## src/hdl/slip_pkg.sv

```systemverilog
// ----------------------------------------------------------------------------
// slip_pkg
// shared constants and types of the slip byte codec
// ----------------------------------------------------------------------------
`default_nettype none

package slip_pkg;

    // slip special characters
    localparam logic [7:0] SLIP_END     = 8'hC0;
    localparam logic [7:0] SLIP_ESC     = 8'hDB;
    localparam logic [7:0] SLIP_ESC_END = 8'hDC;
    localparam logic [7:0] SLIP_ESC_ESC = 8'hDD;

    // operation carried in the input tuser
    localparam logic OP_ENCODE = 1'b0;
    localparam logic OP_DECODE = 1'b1;

    // result kinds carried in the output tuser
    localparam logic [1:0] KIND_LINE  = 2'd0;
    localparam logic [1:0] KIND_DATA  = 2'd1;
    localparam logic [1:0] KIND_FRAME = 2'd2;

    localparam int MAX_RUN   = 4;
    localparam int RUN_IDX_W = $clog2(MAX_RUN);
    localparam int RUN_CNT_W = $clog2(MAX_RUN + 1);

    // all beats that one input beat expands into
    typedef struct packed {
        logic [RUN_CNT_W-1:0]     count;
        logic [1:0]               kind;
        logic [MAX_RUN-1:0][7:0]  bytes;
    } run_t;

endpackage

`default_nettype wire

```

## src/hdl/slip_byte_codec_core.sv

```systemverilog
// ----------------------------------------------------------------------------
// slip_byte_codec_core
// byte-wide slip encoder and decoder sharing one stream
// ----------------------------------------------------------------------------
//  channel  | dir | tdata          | tuser          | tlast
//  s_axis   | in  | [7:0] data     | [0] op         | msg_last
//  m_axis   | out | [7:0] out_byte | [1:0] out_kind | run_last
//
//  an input beat waits in the input register until its run can move, then expands into a
//  run of zero to four result beats held in the result register
//  the result register sends one beat per cycle while m_axis_tready is high:
//  one beat for a plain encoded or decoded byte, up to four for an encoded byte
//  that opens and closes a message and needs an escape
//  a decoded esc and a decoded end that opens a frame give no beat
//  a new input beat is taken in the cycle the last beat of the run leaves
//  reset clears the codec state (no message open, no frame open, no escape)
// ----------------------------------------------------------------------------
`default_nettype none

module slip_byte_codec_core (
    input  wire logic        clk,
    input  wire logic        rst_n,
    input  wire logic        s_axis_tvalid,
    output logic             s_axis_tready,
    input  wire logic [7:0]  s_axis_tdata,   // data
    input  wire logic        s_axis_tuser,   // op
    input  wire logic        s_axis_tlast,   // msg_last
    output logic             m_axis_tvalid,
    input  wire logic        m_axis_tready,
    output logic [7:0]       m_axis_tdata,   // out_byte
    output logic [1:0]       m_axis_tuser,   // out_kind
    output logic             m_axis_tlast    // run_last
);
    import slip_pkg::*;

    // input register
    logic       in_valid_reg;
    logic       in_op_reg;
    logic [7:0] in_data_reg;
    logic       in_last_reg;

    logic       run_free;
    logic       move;
    run_t       run;

    // the item leaves the input register once the result register can take its run
    assign move          = in_valid_reg && run_free;
    assign s_axis_tready = !in_valid_reg || move;

    always_ff @(posedge clk or negedge rst_n)
    begin
        if (!rst_n)
        begin
            in_valid_reg <= 1'b0;
        end
        else if (s_axis_tready)
        begin
            in_valid_reg <= s_axis_tvalid;
        end
    end

    always_ff @(posedge clk)
    begin
        if (s_axis_tready && s_axis_tvalid)
        begin
            in_op_reg   <= s_axis_tuser;
            in_data_reg <= s_axis_tdata;
            in_last_reg <= s_axis_tlast;
        end
    end

    // codec state updates when the item moves on, keeping runs in order
    slip_expand u_expand (
        .clk      (clk),
        .rst_n    (rst_n),
        .take     (move),
        .op       (in_op_reg),
        .data     (in_data_reg),
        .msg_last (in_last_reg),
        .run      (run)
    );

    // empty runs are dropped here
    slip_run_buf u_run_buf (
        .clk           (clk),
        .rst_n         (rst_n),
        .load          (move && (run.count != '0)),
        .run           (run),
        .free          (run_free),
        .m_axis_tvalid (m_axis_tvalid),
        .m_axis_tready (m_axis_tready),
        .m_axis_tdata  (m_axis_tdata),
        .m_axis_tuser  (m_axis_tuser),
        .m_axis_tlast  (m_axis_tlast)
    );

    // a frame end beat carries zero and closes its run
    assert property (@(posedge clk) disable iff (!rst_n)
        (m_axis_tvalid && m_axis_tuser == KIND_FRAME) |-> (m_axis_tdata == '0 && m_axis_tlast))
        else $error("frame end beat malformed");

    // decoded data is always a single-beat run
    assert property (@(posedge clk) disable iff (!rst_n)
        (m_axis_tvalid && m_axis_tuser == KIND_DATA) |-> m_axis_tlast)
        else $error("decoded data run longer than one beat");

    // a decoded esc never reaches the result register
    assert property (@(posedge clk) disable iff (!rst_n)
        (move && in_op_reg == OP_DECODE && (in_data_reg == SLIP_ESC))
            |-> (run.count == '0))
        else $error("escape byte produced a result");

    // an encoded item always produces at least one line beat
    assert property (@(posedge clk) disable iff (!rst_n)
        (move && in_op_reg == OP_ENCODE) |=> m_axis_tvalid)
        else $error("encoded item produced no beat");

endmodule

`default_nettype wire

```

## src/hdl/slip_expand.sv

```systemverilog
// ----------------------------------------------------------------------------
// slip_expand
// codec state and expansion of one input beat into its run of result beats
// ----------------------------------------------------------------------------
`default_nettype none

module slip_expand (
    input  wire logic          clk,
    input  wire logic          rst_n,
    input  wire logic          take,
    input  wire logic          op,
    input  wire logic [7:0]    data,
    input  wire logic          msg_last,
    output slip_pkg::run_t     run
);
    import slip_pkg::*;

    logic enc_open_reg, enc_open_next;
    logic dec_opened_reg, dec_opened_next;
    logic dec_esc_reg, dec_esc_next;

    always_comb
    begin
        logic [RUN_CNT_W-1:0] n;
        n               = '0;
        run             = '0;
        enc_open_next   = enc_open_reg;
        dec_opened_next = dec_opened_reg;
        dec_esc_next    = dec_esc_reg;

        if (op == OP_ENCODE)
        begin
            run.kind = KIND_LINE;
            if (!enc_open_reg)
            begin
                run.bytes[n[RUN_IDX_W-1:0]] = SLIP_END;
                n = n + RUN_CNT_W'(1);
            end
            if (data == SLIP_END || data == SLIP_ESC)
            begin
                run.bytes[n[RUN_IDX_W-1:0]] = SLIP_ESC;
                n = n + RUN_CNT_W'(1);
                run.bytes[n[RUN_IDX_W-1:0]] = (data == SLIP_END) ? SLIP_ESC_END
                                                                  : SLIP_ESC_ESC;
                n = n + RUN_CNT_W'(1);
            end
            else
            begin
                run.bytes[n[RUN_IDX_W-1:0]] = data;
                n = n + RUN_CNT_W'(1);
            end
            if (msg_last)
            begin
                run.bytes[n[RUN_IDX_W-1:0]] = SLIP_END;
                n = n + RUN_CNT_W'(1);
            end
            enc_open_next = !msg_last;
        end
        else
        begin
            run.kind     = KIND_DATA;
            dec_esc_next = (data == SLIP_ESC);
            case (data)
                SLIP_END:
                begin
                    // second end closes the frame, even an empty one
                    if (dec_opened_reg)
                    begin
                        run.kind = KIND_FRAME;
                        n        = RUN_CNT_W'(1);
                    end
                    dec_opened_next = !dec_opened_reg;
                end
                SLIP_ESC:
                begin
                    n = '0;
                end
                SLIP_ESC_END:
                begin
                    run.bytes[0] = dec_esc_reg ? SLIP_END : SLIP_ESC_END;
                    n            = RUN_CNT_W'(1);
                end
                SLIP_ESC_ESC:
                begin
                    run.bytes[0] = dec_esc_reg ? SLIP_ESC : SLIP_ESC_ESC;
                    n            = RUN_CNT_W'(1);
                end
                default:
                begin
                    run.bytes[0] = data;
                    n            = RUN_CNT_W'(1);
                end
            endcase
        end
        run.count = n;
    end

    always_ff @(posedge clk or negedge rst_n)
    begin
        if (!rst_n)
        begin
            enc_open_reg   <= 1'b0;
            dec_opened_reg <= 1'b0;
            dec_esc_reg    <= 1'b0;
        end
        else if (take)
        begin
            enc_open_reg   <= enc_open_next;
            dec_opened_reg <= dec_opened_next;
            dec_esc_reg    <= dec_esc_next;
        end
    end

endmodule

`default_nettype wire

```

## src/hdl/slip_run_buf.sv

```systemverilog
// ----------------------------------------------------------------------------
// slip_run_buf
// result register that sends a stored run one beat per cycle while m_axis_tready is high
// ----------------------------------------------------------------------------
`default_nettype none

module slip_run_buf (
    input  wire logic          clk,
    input  wire logic          rst_n,
    input  wire logic          load,
    input  wire slip_pkg::run_t run,
    output logic               free,
    output logic               m_axis_tvalid,
    input  wire logic          m_axis_tready,
    output logic [7:0]         m_axis_tdata,   // out_byte
    output logic [1:0]         m_axis_tuser,   // out_kind
    output logic               m_axis_tlast    // run_last
);
    import slip_pkg::*;

    run_t                 run_reg;
    logic                 valid_reg, valid_next;
    logic [RUN_IDX_W-1:0] idx_reg, idx_next;
    logic                 last_beat;

    assign last_beat = ({1'b0, idx_reg} + RUN_CNT_W'(1)) == run_reg.count;
    assign free      = !valid_reg || (m_axis_tready && last_beat);

    always_comb
    begin
        valid_next = valid_reg;
        idx_next   = idx_reg;
        if (load)
        begin
            valid_next = 1'b1;
            idx_next   = '0;
        end
        else if (valid_reg && m_axis_tready)
        begin
            valid_next = !last_beat;
            idx_next   = idx_reg + RUN_IDX_W'(1);
        end
    end

    always_ff @(posedge clk or negedge rst_n)
    begin
        if (!rst_n)
        begin
            valid_reg <= 1'b0;
            idx_reg   <= '0;
        end
        else
        begin
            valid_reg <= valid_next;
            idx_reg   <= idx_next;
        end
    end

    always_ff @(posedge clk)
    begin
        if (load)
        begin
            run_reg <= run;
        end
    end

    assign m_axis_tvalid = valid_reg;
    assign m_axis_tdata  = run_reg.bytes[idx_reg];
    assign m_axis_tuser  = run_reg.kind;
    assign m_axis_tlast  = last_beat;

endmodule

`default_nettype wire
```

## config.mk

```make
export PLATFORM = sky130hd
export DESIGN_NAME = slip_byte_codec_core
export DESIGN_NICKNAME = d
export VERILOG_FILES = /design/src/hdl/slip_pkg.sv /design/src/hdl/slip_byte_codec_core.sv /design/src/hdl/slip_expand.sv /design/src/hdl/slip_run_buf.sv
export SDC_FILE = /design/constraint.sdc
export NUM_CORES = 1
export LEC_CHECK = 0
export ABC_AREA = 1
export BUFFER_PORTS_ARGS = -buffer_cell sky130_fd_sc_hd__buf_2
export CAP_MARGIN = 10
export CORE_ASPECT_RATIO = 0.7
export CORE_MARGIN = 2
export CORE_UTILIZATION = 51
export CTS_CLUSTER_SIZE = 30
export DETAILED_ROUTE_END_ITERATION = 10
export GPL_ROUTABILITY_DRIVEN = 0
export GPL_TIMING_DRIVEN = 0
export MAX_ROUTING_LAYER = met4
export PLACE_DENSITY = 0.78
export SLEW_MARGIN = 15
export SYNTH_ARGS = -nofsm -noshare
export SYNTH_HDL_FRONTEND = slang
export SYNTH_SLANG_ARGS = --single-unit
```

## constraint.sdc

```tcl
create_clock -name clk -period 3 [get_ports clk]
set_clock_uncertainty 0.15 [all_clocks]
set_input_delay 0.15 -clock clk [delete_from_list [all_inputs] [get_ports clk]]
set_output_delay 0.15 -clock clk [all_outputs]
set_load 0.005 [all_outputs]
```

==> results.cfg <==
[status]
status = complete, no violations

[synth]
netlist_area_mm2 = 0.00217
synth_fa_ha_area_frac = 0.0288
synth_ff_type = edfxtp_1
yosysTopAreaCell = edfxtp_1
synth-xor-area-share = 0.00806
synth_nets = 252
yosysWarningCount = 0
syn_inst = 233
synth-edff-count = 35
muxShareOfSynthArea = 0.00518
yosysSeqAreaShare = 0.564
synth.distinct_cells = 33
async_flop_share = 0.167
avgSynthCellArea_um2 = 9.33
ys_seq_elements = 42
synthSimpleGateAreaFrac = 0.210
synth_compound_area_frac = 0.102
netlist.area_leader.share = 0.483
synth_top_family_by_area = simple AND/OR/NAND/NOR gates
yosys-top-cells-area = edfxtp_1, dfrtp_1, nand2_1

[global_route]
grt_overflow = 0
track_usage = 0.209
grt_antenna_before_repair = 0
grt_first_pass_wirelength_mm = 7.09
grt_pass1_vias = 1527
grt_max_degree = 28

[floorplanning]
die_w_um = 82.0
io_pins = 27
num_rows = 19
start_util = 0.541
die_height_um = 58.6
core-area_mm2 = 0.00402
die_area_mm2 = 0.00481

[cts]
clkTransAtPathRegs_ns = 0.08
clock-sinks = 42
cts-buffers-inserted = 5
postCtsSetupRepairBufs = 0
clk_latency_ns = 0.29
ctsHtreeMaxLevel = 2
cts_tree = built
cts_max_path_buffers = 2
root_buffer = clkbuf_8

[layout]
drive_gt1_frac = 0.207
multi_input_area_um2 = 787
nets = 298
fillers = 340
antenna_cells = 0
register_area_mm2 = 0.00123
instances_no_fill = 332
area_growth_pct = 20.6
largest_reg_flops = 23

[setup_path]
crit_chain = inv_1 > nand2_1 > nor2_2 > nand2_2 > nand2_4 > buf_6 > ha_1 > o21ai_0 > nand2_2 > a21oi_4
cp-end-kind = flop
critPathLaunchType = flop
cp_data_required_time_ns = 2.78
cp.arrival_ns = 2.60
slowest_stage = a21oi_4
max_stage_delay_ns = 0.50
critPathMaxFanout = 14
cp_common_cell = nand2_2
path_class = flop to flop

[power_and_ir_drop]
swShare = 0.366
p_comb_frac = 0.384
pwr-share-seq = 0.418
clkPwrFrac = 0.198
max-vdd-ir-drop_v = 0.000502
p_leak_uw = 0.00116
p_switching_uw = 842
powerDensity_mw_per_mm2 = 878
p_int_uw = 1460

[placement]
port-buffer-count = 26
dp_hpwl_mm = 3.09
dpl_worst_slack_ns = 0.0738
dp.cells = 311

[route]
ant_nets = 0
drt_iter0_markers = 131
dr.pass1.iters = 4
wl_per_cell_um = 13.7
num_vias = 1722
vias_per_cell = 5.19
drt_drc_violations_left = 0
drt-total-wl_mm = 4.56

[sta]
setup_ws_ns = 0.187
worst_pin_slew_ns = 0.530
finalSetupViolations = 0
max-slew-margin-rel = 0.645
final_max_slew_viol_count = 0
rsz0062_at_grt = no
fmaxAchievable_mhz = 356
finalSetupTns_ns = 0
post-route-period-util = 0.938
finalHoldViolations = 0
fin_crit_ns = 2.81

[worst_hold_path]
hp-class = input port to async pin

[job]
cap_violations = 0
-- path summary, 6_finish.rpt --
kind                                           start                       to  slack (ns)  cells after the start
worst min register to register  u_expand.dec_esc_reg     u_expand.dec_esc_reg        0.40                      2
max in group asynchronous                      rst_n     u_expand.dec_esc_reg        2.46                      2
worst max register to register        in_data_reg[1]     u_run_buf.run_reg[1]        0.19                     10
min in group clk                       m_axis_tready  u_run_buf.m_axis_tvalid        0.14                      4
worst min-delay path                           rst_n     u_run_buf.idx_reg[1]        0.07                      2
worst max-delay path                  in_data_reg[1]     u_run_buf.run_reg[1]        0.19                     10
-- cells in the final DEF, fill, tap and decap left out, drive strengths merged, types with 2 or more instances in the layout --
| master | n |
|---|---|
| dfrtp | 7 |
| o22ai | 2 |
| nand4 | 4 |
| o31ai | 2 |
| nor2 | 32 |
| a21oi | 8 |
| o21ai | 29 |
| nand2 | 50 |
| dlygate4sd3 | 12 |
| edfxtp | 35 |
| ha | 5 |
| clkbuf | 9 |
| buf | 32 |
| nand3 | 14 |
| inv | 31 |
-- logic make-up (layout without fill, tap and decap cells) --
kind of cell    count (synthesis)  count (layout)
mux                             1               1
compound gates                 40              41
flops                          42              42
buf+inv                        40              86
simple gates                  103             103
fa+ha+maj                       5               5
xor+xnor                        2               2
-- Yosys cell counts (all sizes together) (4+ instances only) --
cell / number
nor2: 32
o21ai: 29
edfxtp: 35
a21oi: 7
nand3: 14
nand2: 50
nand4: 4
buf: 6
ha: 5
dfrtp: 7
inv: 31
-- routing by layer --
layer | vias to the layer above | GRT usage | part of all wire
met5 | - | - | 0
met1 | 781 | 0.299 | 0.49
li1 | 868 | - | -
met2 | 68 | 0.301 | 0.43
met3 | 5 | 0.0460 | 0.072
met4 | 0 | 0.0643 | 0.0094
-- area by class of cell --
type                    instances  area share
repair buffers                 38      0.0954
flip-flops and latches         42       0.468
inverters                      32      0.0468
well taps                      52      0.0248
clock buffers                   7      0.0329
clock inverters                 1      0.0115
plain buffers                   8      0.0210
multi-input cells             152       0.300
-- through the flow --
step                      cell area [µm²]  utilization  hold WS [ns]  total power [µW]
after floorplan                      2170            -        -0.296              1540
after global placement               2370        0.590        -0.148              1790
after detailed placement             2370        0.590        -0.145              1810
after CTS                            2610        0.649        0.0658              2280
after global routing                 2620        0.653         0.117              2460
final                                2620        0.653        0.0708              2300
-- power groups by stage --
stage	Sequential (µW)	Clock [µW]	Combinational, µW
2_1_floorplan	946	0	592
3_3_place_gp	971	0	817
5_1_grt	981	486	997
4_1_cts	962	464	852
3_5_place_dp	975	0	838
6_report	963	455	885
-- critical path, delay by kind of cell (launching register included) --
family | cells | cell delay [ns]
AOI/OAI and AO/OA | 2 | 0.72
and+or+nand+nor | 5 | 0.60
DFF | 1 | 0.42
buffers and inverters | 2 | 0.31
adders and majority gates | 1 | 0.24
-- what timing repair did --
item / CTS / global route
resized for setup: 0 / 1
endpoints found under the hold margin: 18 / 0
hold buffers: 12 / 0
setup endpoints to repair: 0 / 25
Power figures use the tool's default switching activity.
